<file path="src/sv/swarq_pkg.sv">
// ----------------------------------------------------------------------------
// swarq_pkg
// Types and constants shared by the sliding-window ARQ sender.
// ----------------------------------------------------------------------------
package swarq_pkg;

    localparam int WINDOW_SLOTS = 8;
    localparam int SEQ_COUNT    = 16;
    localparam int RECEIVERS    = 4;

    localparam int SLOT_W = 3;
    localparam int SEQ_W  = 4;
    localparam int RCV_W  = 2;
    localparam int TMR_W  = 16;
    localparam int ADDR_W = RCV_W + SLOT_W;
    localparam int CFG_W  = 16;
    localparam int LIM_W  = 3;

    localparam logic [TMR_W-1:0] DEFAULT_TIMEOUT = 16'd100;
    localparam logic [LIM_W-1:0] DEFAULT_ACTIVE  = 3'd4;

    typedef enum logic [1:0] {
        CMD_SEND = 2'd0,
        CMD_ACK  = 2'd1,
        CMD_NAK  = 2'd2,
        CMD_TICK = 2'd3
    } t_cmd_code;

    typedef enum logic [1:0] {
        KIND_NEW    = 2'd0,
        KIND_RETX   = 2'd1,
        KIND_REJECT = 2'd2
    } t_kind;

    typedef enum logic [1:0] {
        REG_SENDER_ID = 2'd0,
        REG_ACTIVE    = 2'd1,
        REG_TIMEOUT   = 2'd2
    } t_reg_idx;

    typedef enum logic [2:0] {
        ST_IDLE,
        ST_START,
        ST_READ,
        ST_EVAL,
        ST_FIN
    } t_state;

    typedef struct packed {
        logic [1:0]       command;
        logic [RCV_W-1:0] receiver;
        logic [7:0]       frame_dest;
        logic [SEQ_W-1:0] ack_number;
        logic             crc_ok;
    } t_in;

    typedef struct packed {
        logic [1:0]        kind;
        logic [RCV_W-1:0]  dest_receiver;
        logic [SEQ_W-1:0]  seq_num;
        logic [SLOT_W-1:0] slot;
        logic              last;
    } t_out;

    typedef struct packed {
        logic load;
        logic start;
        logic next_rcv;
        logic rd;
        logic step;
        logic flush;
    } t_ctl;

    typedef struct packed {
        logic is_send;
        logic walk_ok;
        logic walk_end;
        logic rcv_last;
        logic ack_done;
        logic emit_req;
        logic can_emit;
        logic pend_v;
        logic out_free;
    } t_sts;

endpackage

</file>
<file path="src/sv/sliding_window_arq_sender.sv">
// ----------------------------------------------------------------------------
// sliding_window_arq_sender
// Go-back-N send windows for several receivers: sequencer plus slot datapath.
// ----------------------------------------------------------------------------
//  channel  | signals                              | moves
//  ---------+--------------------------------------+------------------------
//  in       | i_in_valid / o_in_ready / i_in_data  | one command item
//  out      | o_out_valid / i_out_ready / o_out_data | one result item
//  cfg      | i_cfg_we / i_cfg_idx / i_cfg_data     | register write
//
// A send, or an ack/nak that is dropped, goes from start straight to the
// final state. Ack and nak walk occupied slots through the slot store, each
// slot read, then evaluated; an ack that hits ends the walk. A tick walks the
// occupied slots of every active receiver in turn.
// Reset (synchronous, active low) clears pointers; the slot store is not reset.
// A stalled output holds the walk when a further result is due.
// ----------------------------------------------------------------------------
module sliding_window_arq_sender (
    input  logic                         i_clk,
    input  logic                         i_rst_n,
    input  logic                         i_in_valid,
    output logic                         o_in_ready,
    input  swarq_pkg::t_in               i_in_data,
    output logic                         o_out_valid,
    input  logic                         i_out_ready,
    output swarq_pkg::t_out              o_out_data,
    input  logic                         i_cfg_we,
    input  logic [1:0]                   i_cfg_idx,
    input  logic [swarq_pkg::CFG_W-1:0]  i_cfg_data
);

    logic [7:0]                  r_sender_id;
    logic [swarq_pkg::LIM_W-1:0] r_active;
    logic [swarq_pkg::TMR_W-1:0] r_timeout;

    always_ff @(posedge i_clk) begin
        if (!i_rst_n) begin
            r_sender_id <= '0;
            r_active    <= swarq_pkg::DEFAULT_ACTIVE;
            r_timeout   <= swarq_pkg::DEFAULT_TIMEOUT;
        end else if (i_cfg_we) begin
            case (i_cfg_idx)
                swarq_pkg::REG_SENDER_ID: r_sender_id <= i_cfg_data[7:0];
                swarq_pkg::REG_ACTIVE:    r_active    <= i_cfg_data[swarq_pkg::LIM_W-1:0];
                swarq_pkg::REG_TIMEOUT:   r_timeout   <= i_cfg_data[swarq_pkg::TMR_W-1:0];
                default: ;
            endcase
        end
    end

    swarq_pkg::t_ctl   w_ctl;
    swarq_pkg::t_sts   w_sts;
    swarq_pkg::t_state w_state;

    swarq_ctrl u_ctrl (
        .i_clk      (i_clk),
        .i_rst_n    (i_rst_n),
        .i_in_valid (i_in_valid),
        .i_sts      (w_sts),
        .o_in_ready (o_in_ready),
        .o_ctl      (w_ctl),
        .o_state    (w_state)
    );

    swarq_dp u_dp (
        .i_clk       (i_clk),
        .i_rst_n     (i_rst_n),
        .i_ctl       (w_ctl),
        .i_in_data   (i_in_data),
        .i_sender_id (r_sender_id),
        .i_active    (r_active),
        .i_timeout   (r_timeout),
        .i_out_ready (i_out_ready),
        .o_sts       (w_sts),
        .o_out_valid (o_out_valid),
        .o_out_data  (o_out_data)
    );

    // nothing may be held back once the sequencer is idle
    a_idle_no_pending: assert property (@(posedge i_clk) disable iff (!i_rst_n)
        (w_state == swarq_pkg::ST_IDLE) |-> !w_sts.pend_v)
        else $error("pending result left at idle");

    // the walk only steps past a due result when the pending stage can take it
    a_emit_room: assert property (@(posedge i_clk) disable iff (!i_rst_n)
        (w_ctl.step && w_sts.emit_req) |-> w_sts.can_emit)
        else $error("result step without room");

    // a flush only happens from the final state with something to send
    a_flush_fin: assert property (@(posedge i_clk) disable iff (!i_rst_n)
        w_ctl.flush |-> (w_state == swarq_pkg::ST_FIN) && w_sts.pend_v)
        else $error("flush outside final state");

    // the output never carries an undefined kind
    a_kind_legal: assert property (@(posedge i_clk) disable iff (!i_rst_n)
        o_out_valid |-> (o_out_data.kind == swarq_pkg::KIND_NEW
                         || o_out_data.kind == swarq_pkg::KIND_RETX
                         || o_out_data.kind == swarq_pkg::KIND_REJECT))
        else $error("illegal result kind");

endmodule

</file>
<file path="src/sv/swarq_ctrl.sv">
// ----------------------------------------------------------------------------
// swarq_ctrl
// Sequencer: decodes an item, walks window slots one at a time, drains result.
// ----------------------------------------------------------------------------
module swarq_ctrl (
    input  logic               i_clk,
    input  logic               i_rst_n,
    input  logic               i_in_valid,
    input  swarq_pkg::t_sts    i_sts,
    output logic               o_in_ready,
    output swarq_pkg::t_ctl    o_ctl,
    output swarq_pkg::t_state  o_state
);

    swarq_pkg::t_state r_state, n_state;

    always_ff @(posedge i_clk) begin
        if (!i_rst_n) begin
            r_state <= swarq_pkg::ST_IDLE;
        end else begin
            r_state <= n_state;
        end
    end

    always_comb begin
        n_state = r_state;
        case (r_state)
            swarq_pkg::ST_IDLE: begin
                if (i_in_valid) n_state = swarq_pkg::ST_START;
            end
            swarq_pkg::ST_START: begin
                if (i_sts.is_send || !i_sts.walk_ok) n_state = swarq_pkg::ST_FIN;
                else n_state = swarq_pkg::ST_READ;
            end
            swarq_pkg::ST_READ: begin
                if (!i_sts.walk_end) n_state = swarq_pkg::ST_EVAL;
                else if (i_sts.rcv_last) n_state = swarq_pkg::ST_FIN;
            end
            swarq_pkg::ST_EVAL: begin
                if (!i_sts.emit_req || i_sts.can_emit) begin
                    n_state = i_sts.ack_done ? swarq_pkg::ST_FIN : swarq_pkg::ST_READ;
                end
            end
            swarq_pkg::ST_FIN: begin
                if (!i_sts.pend_v || i_sts.out_free) n_state = swarq_pkg::ST_IDLE;
            end
            default: n_state = swarq_pkg::ST_IDLE;
        endcase
    end

    always_comb begin
        o_ctl      = '0;
        o_in_ready = 1'b0;
        case (r_state)
            swarq_pkg::ST_IDLE: begin
                o_in_ready = 1'b1;
                o_ctl.load = i_in_valid;
            end
            swarq_pkg::ST_START: begin
                o_ctl.start = 1'b1;
            end
            swarq_pkg::ST_READ: begin
                o_ctl.rd       = !i_sts.walk_end;
                o_ctl.next_rcv = i_sts.walk_end && !i_sts.rcv_last;
            end
            swarq_pkg::ST_EVAL: begin
                o_ctl.step = !i_sts.emit_req || i_sts.can_emit;
            end
            swarq_pkg::ST_FIN: begin
                o_ctl.flush = i_sts.pend_v && i_sts.out_free;
            end
            default: ;
        endcase
    end

    assign o_state = r_state;

endmodule

</file>
<file path="src/sv/swarq_dp.sv">
// ----------------------------------------------------------------------------
// swarq_dp
// Window pointers, slot store, pending result and output register.
// ----------------------------------------------------------------------------
module swarq_dp (
    input  logic                          i_clk,
    input  logic                          i_rst_n,
    input  swarq_pkg::t_ctl               i_ctl,
    input  swarq_pkg::t_in                i_in_data,
    input  logic [7:0]                    i_sender_id,
    input  logic [swarq_pkg::LIM_W-1:0]   i_active,
    input  logic [swarq_pkg::TMR_W-1:0]   i_timeout,
    input  logic                          i_out_ready,
    output swarq_pkg::t_sts               o_sts,
    output logic                          o_out_valid,
    output swarq_pkg::t_out               o_out_data
);

    localparam int SW = swarq_pkg::SLOT_W;
    localparam int QW = swarq_pkg::SEQ_W;
    localparam int RW = swarq_pkg::RCV_W;
    localparam int TW = swarq_pkg::TMR_W;
    localparam int AW = swarq_pkg::ADDR_W;
    localparam int LW = swarq_pkg::LIM_W;
    localparam int DEPTH = swarq_pkg::RECEIVERS * swarq_pkg::WINDOW_SLOTS;
    localparam logic [LW-1:0] NRCV = LW'(swarq_pkg::RECEIVERS);

    // per-receiver pointers
    logic [SW-1:0] r_oldest [swarq_pkg::RECEIVERS];
    logic [SW-1:0] r_nfree  [swarq_pkg::RECEIVERS];
    logic [QW-1:0] r_nseq   [swarq_pkg::RECEIVERS];

    // slot store: {sequence, timer}
    logic [QW+TW-1:0] r_mem [DEPTH];
    logic [QW+TW-1:0] r_rd;

    swarq_pkg::t_in r_item;
    logic [RW-1:0]  r_rcv;
    logic [SW-1:0]  r_ptr;
    logic           r_hit;
    logic           r_pend_v;
    swarq_pkg::t_out r_pend;
    logic           r_out_v;
    swarq_pkg::t_out r_out;

    logic [LW-1:0] w_limit;
    logic          w_is_tick, w_is_ack, w_is_nak, w_rcv_ok, w_ok_frame;
    logic          w_full, w_match, w_expired, w_emit, w_out_free, w_can_emit;
    logic [QW-1:0] w_rd_seq;
    logic [TW-1:0] w_rd_tmr;
    logic [RW-1:0] w_rcv_nxt;
    logic [LW-1:0] w_rcv_inc;
    logic          w_we;
    logic [AW-1:0] w_waddr;
    logic [QW+TW-1:0] w_wdata;
    swarq_pkg::t_out w_new;

    assign w_limit    = (i_active > NRCV) ? NRCV : i_active;
    assign w_is_tick  = r_item.command == swarq_pkg::CMD_TICK;
    assign w_is_ack   = r_item.command == swarq_pkg::CMD_ACK;
    assign w_is_nak   = r_item.command == swarq_pkg::CMD_NAK;
    assign w_rcv_ok   = {1'b0, r_item.receiver} < NRCV;
    assign w_ok_frame = r_item.crc_ok && (r_item.frame_dest == i_sender_id) && w_rcv_ok;
    assign w_full     = !w_rcv_ok || (SW'(r_nfree[r_item.receiver] + 1'b1)
                                      == r_oldest[r_item.receiver]);
    assign w_rd_seq   = r_rd[QW+TW-1:TW];
    assign w_rd_tmr   = r_rd[TW-1:0];
    assign w_match    = w_rd_seq == r_item.ack_number;
    assign w_expired  = w_rd_tmr <= TW'(1);
    assign w_emit     = (w_is_nak && (w_match || r_hit)) || (w_is_tick && w_expired);
    assign w_out_free = !r_out_v || i_out_ready;
    assign w_can_emit = !r_pend_v || w_out_free;
    assign w_rcv_inc  = LW'({1'b0, r_rcv}) + 1'b1;
    assign w_rcv_nxt  = RW'(w_rcv_inc);

    assign o_sts.is_send  = r_item.command == swarq_pkg::CMD_SEND;
    assign o_sts.walk_ok  = w_is_tick ? (w_limit != '0) : w_ok_frame;
    assign o_sts.walk_end = r_ptr == r_nfree[r_rcv];
    assign o_sts.rcv_last = !w_is_tick || (w_rcv_inc >= w_limit);
    assign o_sts.ack_done = w_is_ack && w_match;
    assign o_sts.emit_req = w_emit;
    assign o_sts.can_emit = w_can_emit;
    assign o_sts.pend_v   = r_pend_v;
    assign o_sts.out_free = w_out_free;

    // result produced this cycle, if any
    always_comb begin
        w_new = '0;
        w_new.dest_receiver = r_rcv;
        if (i_ctl.start) begin
            w_new.dest_receiver = r_item.receiver;
            if (w_full) begin
                w_new.kind = swarq_pkg::KIND_REJECT;
            end else begin
                w_new.kind    = swarq_pkg::KIND_NEW;
                w_new.seq_num = r_nseq[r_item.receiver];
                w_new.slot    = r_nfree[r_item.receiver];
            end
        end else begin
            w_new.kind    = swarq_pkg::KIND_RETX;
            w_new.seq_num = w_rd_seq;
            w_new.slot    = r_ptr;
        end
    end

    always_comb begin
        w_we    = 1'b0;
        w_waddr = {r_rcv, r_ptr};
        w_wdata = {w_rd_seq, w_expired ? i_timeout : TW'(w_rd_tmr - 1'b1)};
        if (i_ctl.start && o_sts.is_send && !w_full) begin
            w_we    = 1'b1;
            w_waddr = {r_item.receiver, r_nfree[r_item.receiver]};
            w_wdata = {r_nseq[r_item.receiver], i_timeout};
        end else if (i_ctl.step && w_is_tick) begin
            w_we = 1'b1;
        end
    end

    always_ff @(posedge i_clk) begin
        if (w_we) r_mem[w_waddr] <= w_wdata;
        if (i_ctl.rd) r_rd <= r_mem[{r_rcv, r_ptr}];
    end

    always_ff @(posedge i_clk) begin
        if (i_ctl.load) r_item <= i_in_data;
        if (i_ctl.start) begin
            r_hit <= 1'b0;
            if (w_is_tick) begin
                r_rcv <= '0;
                r_ptr <= r_oldest[0];
            end else begin
                r_rcv <= r_item.receiver;
                r_ptr <= r_oldest[r_item.receiver];
            end
        end
        if (i_ctl.next_rcv) begin
            r_rcv <= w_rcv_nxt;
            r_ptr <= r_oldest[w_rcv_nxt];
        end
        if (i_ctl.step) begin
            r_ptr <= SW'(r_ptr + 1'b1);
            if (w_is_nak && w_match) r_hit <= 1'b1;
        end
    end

    always_ff @(posedge i_clk) begin
        if (!i_rst_n) begin
            for (int i = 0; i < swarq_pkg::RECEIVERS; i++) begin
                r_oldest[i] <= '0;
                r_nfree[i]  <= '0;
                r_nseq[i]   <= '0;
            end
        end else begin
            if (i_ctl.start && o_sts.is_send && !w_full) begin
                r_nfree[r_item.receiver] <= SW'(r_nfree[r_item.receiver] + 1'b1);
                r_nseq[r_item.receiver]  <= QW'(r_nseq[r_item.receiver] + 1'b1);
            end
            if (i_ctl.step && w_is_ack && w_match) begin
                r_oldest[r_rcv] <= SW'(r_ptr + 1'b1);
            end
        end
    end

    // one result is held back until the next one shows whether it is last
    logic w_take_new, w_push;
    assign w_take_new = (i_ctl.start && o_sts.is_send) || (i_ctl.step && w_emit);
    assign w_push     = (w_take_new && r_pend_v) || i_ctl.flush;

    always_ff @(posedge i_clk) begin
        if (!i_rst_n) begin
            r_pend_v <= 1'b0;
            r_out_v  <= 1'b0;
        end else begin
            if (w_take_new) r_pend_v <= 1'b1;
            else if (i_ctl.flush) r_pend_v <= 1'b0;
            if (w_push) r_out_v <= 1'b1;
            else if (i_out_ready) r_out_v <= 1'b0;
        end
    end

    always_ff @(posedge i_clk) begin
        if (w_take_new) r_pend <= w_new;
        if (w_push) begin
            r_out      <= r_pend;
            r_out.last <= i_ctl.flush;
        end
    end

    assign o_out_valid = r_out_v;
    assign o_out_data  = r_out;

endmodule

</file>
<file path="config.mk">
export PLATFORM = sky130hd
export DESIGN_NAME = sliding_window_arq_sender
export DESIGN_NICKNAME = d
export VERILOG_FILES = /design/src/sv/swarq_pkg.sv /design/src/sv/sliding_window_arq_sender.sv /design/src/sv/swarq_ctrl.sv /design/src/sv/swarq_dp.sv
export SDC_FILE = /design/constraint.sdc
export NUM_CORES = 1
export LEC_CHECK = 0
export ABC_AREA = 1
export ABC_CLOCK_PERIOD_IN_PS = 9800
export BUFFER_PORTS_ARGS = -buffer_cell sky130_fd_sc_hd__buf_4
export CORE_MARGIN = 2
export CORE_UTILIZATION = 67
export CTS_CLUSTER_SIZE = 25
export DETAILED_ROUTE_END_ITERATION = 7
export PLACE_DENSITY = 0.84
export SLEW_MARGIN = 25
export SYNTH_ARGS = -nofsm -noshare
export SYNTH_HDL_FRONTEND = slang
export SYNTH_SLANG_ARGS = --single-unit
export TNS_END_PERCENT = 50
</file>
<file path="constraint.sdc">
create_clock -name i_clk -period 9.8 [get_ports i_clk]
set_input_delay 0.49 -clock i_clk [delete_from_list [all_inputs] [get_ports i_clk]]
set_output_delay 0.49 -clock i_clk [all_outputs]
set_load 0.03 [all_outputs]
</file>
Word level (Yosys, flattened, before mapping)
Memory sizes are Yosys's and may differ from the RTL's. A register that Yosys moved wholly into a read port is not among the register bits.
Index checks and enable logic that the tools add are counted.
Storage, ports and cells
  bits in registers: 78
  memory bits (writable): 680
  logic and storage cells: 159
  memories: 4
Memories
  u_dp.r_mem: words 32, width 20, read ports 1, clocked after memory_dff 1, wr ports 1, line swarq_dp.sv:34  | logic [QW+TW-1:0] r_mem [DEPTH];
  u_dp.r_nseq: words 4, width 4, read ports 1, clocked after memory_dff 1, wr ports 4, line swarq_dp.sv:31  | logic [QW-1:0] r_nseq [swarq_pkg::RECEIVERS];
  u_dp.r_nfree: words 4, width 3, read ports 2, clocked after memory_dff 2, wr ports 4, line swarq_dp.sv:30  | logic [SW-1:0] r_nfree [swarq_pkg::RECEIVERS];
  u_dp.r_oldest: words 4, width 3, read ports 3, clocked after memory_dff 1, wr ports 4, line swarq_dp.sv:29  | logic [SW-1:0] r_oldest [swarq_pkg::RECEIVERS];
Operators by class
  add/subtract/negate cells: 5
  order comparisons: 3
  equal/unequal tests: 17
  mux-type cells: 61
  reductions and logical operators: 46
Operator list (number)
  $mux W3: 14
  $mux W1: 27
  $mux W2: 13
  $mux W20: 1
  $le A16 B1 Y1 const B: 1
  $mux W16: 1
  $sub A16 B1 Y16 const B: 1
  $pmux W3 S5: 1
  $logic_and A1 B1 Y1: 14
  $mux W7: 2
  $logic_or A1 B1 Y1: 9
  $eq A8 B8 Y1: 1
  $logic_not A1 Y1: 8
  $add A3 B1 Y3 const B: 2
  $eq A2 B2 Y1 const B: 3
  $eq A3 B2 Y1 const B: 2
  $eq A3 B3 Y1: 2
  $reduce_and A2 Y1: 3
  $reduce_bool A2 Y1: 3
  $reduce_bool A3 Y1: 2
  $reduce_or A3 Y1: 2
  $mux W5: 1
  $add A4 B1 Y4 const B: 1
  $eq A2 B1 Y1 const B: 2
  other kinds (14): 16

Logic depth before layout (Yosys ltp)
  word-level depth: 14
  depth in mapped cells: 18
  mapped depth without buffers: 17

Cells and area by module
From an unflattened synthesis, not the netlist that was laid out.
Unflattened totals
  cells, all modules: 2630
  area total of the unflattened synthesis: 32034.5 µm²
Modules (own cells, without submodules)
  swarq_dp: times used 1, cells each 2403, area each 30599.3 µm², sequential area each 22511.6 µm²
  sliding_window_arq_sender: times used 1, cells each 168, area each 1128.6 µm², sequential area each 540.5 µm²
  swarq_ctrl: times used 1, cells each 59, area each 306.5 µm², sequential area each 60.1 µm²

Worst setup path before layout
No wires, ideal clock.
  path type: register to register
  start point: register (tool-made name)
  end point: memory u_dp.r_mem[0][13] (netlist bit) (data pin)
  setup time: 0.454 ns
  data arrival time: 3.310 ns
  data required time: 9.346 ns
  slack: 6.036 ns
  cell stages (with the launch flop): 16
  buffers on the path: 3
  period minus slack after synthesis: 3.764 ns
  path through: dfxtp_1 inv_2 buf_6 buf_2 o21ai_0 o22ai_1 ha_1 inv_1 nand3_1 nand2_1 nor2_4 nand2_4 nand2_8 o31ai_4 buf_2 o21ai_0
RTL lines (line)
  to (decl): swarq_dp.sv:34

==> reports/summary.txt <==
max-cap check violation count = 0
CP Launch Type = register
pin count of the biggest net entering global routing = 236
post-synth cell types = 43
Clk pwr share = 37.4%
Pins Over Slew Limit = 0
worst rel slew slack = 24.7%
critical path buffer and inverter count = 2
cell repeated most along the worst path = nand2_1
routed len/inst = 26.3 microns
Async SR Flop Fraction = 0%
FP Rows = 79
CP max FO = 21
Final setup viols = 0
mean post-synth cell area = 12.3 sq um
Min Hold Slack = 0.0336 ns
Psw = 2.07 mW
Placement Cell Area = 33000 sq um
Setup CP Type = reg2reg
chip height = 222 microns
Via density = 6.89
run status = completed
TritonCTS buffer count = 76
Peak VDD IR = 0.216 mV
Place WS = 5.05 ns
leakage power = 11.8 nW
# Post-CTS Setup Buffers = 0
final setup skew = 0.0307 ns
number of diodes = 0
Initial DRT Pass Iterations = 6
final setup TNS = 0 ns
Ys Warns = 0
CTS Buffer Depth = 3
fin crit period = 4.85 ns
die area = 49400 sq um
Max stage delay on crit path = 1.00 ns
clock sink count = 782
post-route ant nets = 0
final core occ = 76.2%
syn nets = 2643
Primary FF master, synth = edfxtp_1
design area = 35600 sq um
CP Capture Type = register
DRT iter0 DRCs = 3948
cells along the critical path = inv_2, o21ai_0, o22ai_1, ha_1, inv_1, nand3_1, nand2_1, nor2_4, nand2_4, nand2_8, nand2_1, nand3_2, nor2_2
gr usage total = 34.6%
Clock Latency Late Sink = 0.64 ns
I/O pins = 54
Routed WL = 85.8 mm
dpl hpwl = 49.9 mm
Sequential Power Share = 48.8%
Core Box Area = 46800 sq um
WP data arrival = 5.11 ns
Final Hold Fails = 0
Area Overhead vs Synth = 11.6%
Filler cells = 2640
EDFF count, synth = 745
gr ovfl total = 0
Pwr per Cell Area = 217 nW/um^2
Combinational Power Share = 13.9%
cts-stage hold buffer count = 0
commonest non-fill, non-tap cell in the layout = edfxtp_1
initial antenna violation count = 2
sequential element share of the synthesized area = 72.4%
RePlAce Congestion = 0.937
CP delay by family, top = simple AND/OR/NAND/NOR gates
CP max stage cell = nor2_2
Crit path required time = 10.05 ns
fin crit share = 49.5%
H-tree Lvls = 3
unrepaired setup endpoints after global routing = false
Clock Tree Root = clkbuf_16
chip width = 222 microns
Setup WS post-layout = 4.95 ns
most frequent cells in the layout = edfxtp_1, nor2_1, o21ai_0, nand2_1, o221ai_1
DRC errors left = 0
Pint = 5.66 mW
R2R Setup Slk = 4.95 ns
actual slew at the worst max-slew pin = 1.12 ns
Mapped Cells = 2594
port bufs = 53
share of layout cells above drive strength 1 = 10.6%
clk slew on worst S/H paths = 0.06 ns
Vias = 22500
PostCTS Resize Cnt = 0
f_max = 206 MHz
vias in the first global route = 21200
Synth Cell Area = 31900 sq um
first-pass GRT wire length = 127 mm
Hold WC Path Type = in2reg
Net Sw Frac = 26.8%
CTS tree = built
Synth Register Bits = 782
final net count = 2646
Initial Utilization = 68.3%
## cell type report
cell class | instances | area, sq um | share of cell area, %
well taps | 607 | 759 | 2.13
repair buffers | 85 | 751 | 2.11
flip-flops and latches | 782 | 23100 | 64.9
inverters | 93 | 359 | 1.01
multi-input cells | 1559 | 8210 | 23.0
clock inverters | 35 | 342 | 0.959
clock buffers | 101 | 2090 | 5.87
## stage by stage
step	instances	total power, mW
2_1_floorplan	2594	4.47
4_1_cts	3260	7.67
3_3_place_gp	3121	4.80
5_1_grt	3262	7.92
3_5_place_dp	3124	4.85
6_report	3262	7.72
## registers in the layout, indices dropped and copies added, names as in the netlist, named ones only
register	flops
u_dp.r_item	17
r_timeout	16
u_dp.o_out_data	12
u_dp.r_hit	1
r_active	3
u_dp.r_pend_v	1
u_dp.o_out_valid	1
u_dp.r_ptr	3
u_dp.r_oldest	12
u_dp.r_nseq	16
u_dp.r_pend	11
u_dp.r_rcv	2
u_dp.r_rd	20
u_ctrl.o_state	3
u_dp.r_nfree	12
r_sender_id	8
u_dp.r_mem	640
## cells by family after synthesis
group	Yosys count	synth area share, %
compound gates	662	12.2
xor+xnor	19	0.521
fa+ha+maj	9	0.353
buf+inv	253	3.14
flops	782	72.4
simple gates	869	11.4
## worst paths after layout
check | start | endpoint | depth (start not counted)
hold / removal | i_in_data[8] | u_dp.r_item[8] | 1
setup reg to reg | register | u_dp.r_mem[3][18] | 13
hold reg to reg | u_dp.r_pend[9] | u_dp.o_out_data[9] | 0
setup / recovery | register | u_dp.r_mem[3][18] | 13
## synthesized netlist by cell type (all sizes together) (6+ instances only)
library cell | count | share of area, %
nand2 | 243 | 3.1
a21oi | 49 | 0.77
clkbuf | 131 | 1.5
inv | 91 | 1.1
nor2 | 485 | 5.8
o21ai | 416 | 6.5
nand4 | 6 | 0.12
xnor2 | 8 | 0.22
nor3 | 19 | 0.33
nand3 | 112 | 2.0
ha | 9 | 0.35
a31oi | 13 | 0.25
o221ai | 120 | 3.3
edfxtp | 745 | 70
dfxtp | 37 | 2.3
buf | 29 | 0.51
o22ai | 50 | 0.98
xor2 | 11 | 0.30
## power by group through the flow
| stage | Sequential [mW] | Combinational [mW] | Clock (mW) |
|---|---|---|---|
| 4_1_cts | 3.77 | 1.03 | 2.88 |
| 6_report | 3.77 | 1.07 | 2.89 |
| 5_1_grt | 3.77 | 1.13 | 3.01 |
| 3_3_place_gp | 3.84 | 0.962 | 0 |
| 2_1_floorplan | 3.82 | 0.650 | 0 |
| 3_5_place_dp | 3.84 | 1.01 | 0 |
## routing by layer
metal | up-vias | GRT usage [%] | wire [microns]
li1 | 9536 | - | -
met5 | - | 0 | 27
met4 | 4 | 17.3 | 4260
met3 | 281 | 7.13 | 11200
met1 | 10800 | 47.5 | 30500
met2 | 1864 | 53.4 | 39800
Power figures use the tool's default switching activity.
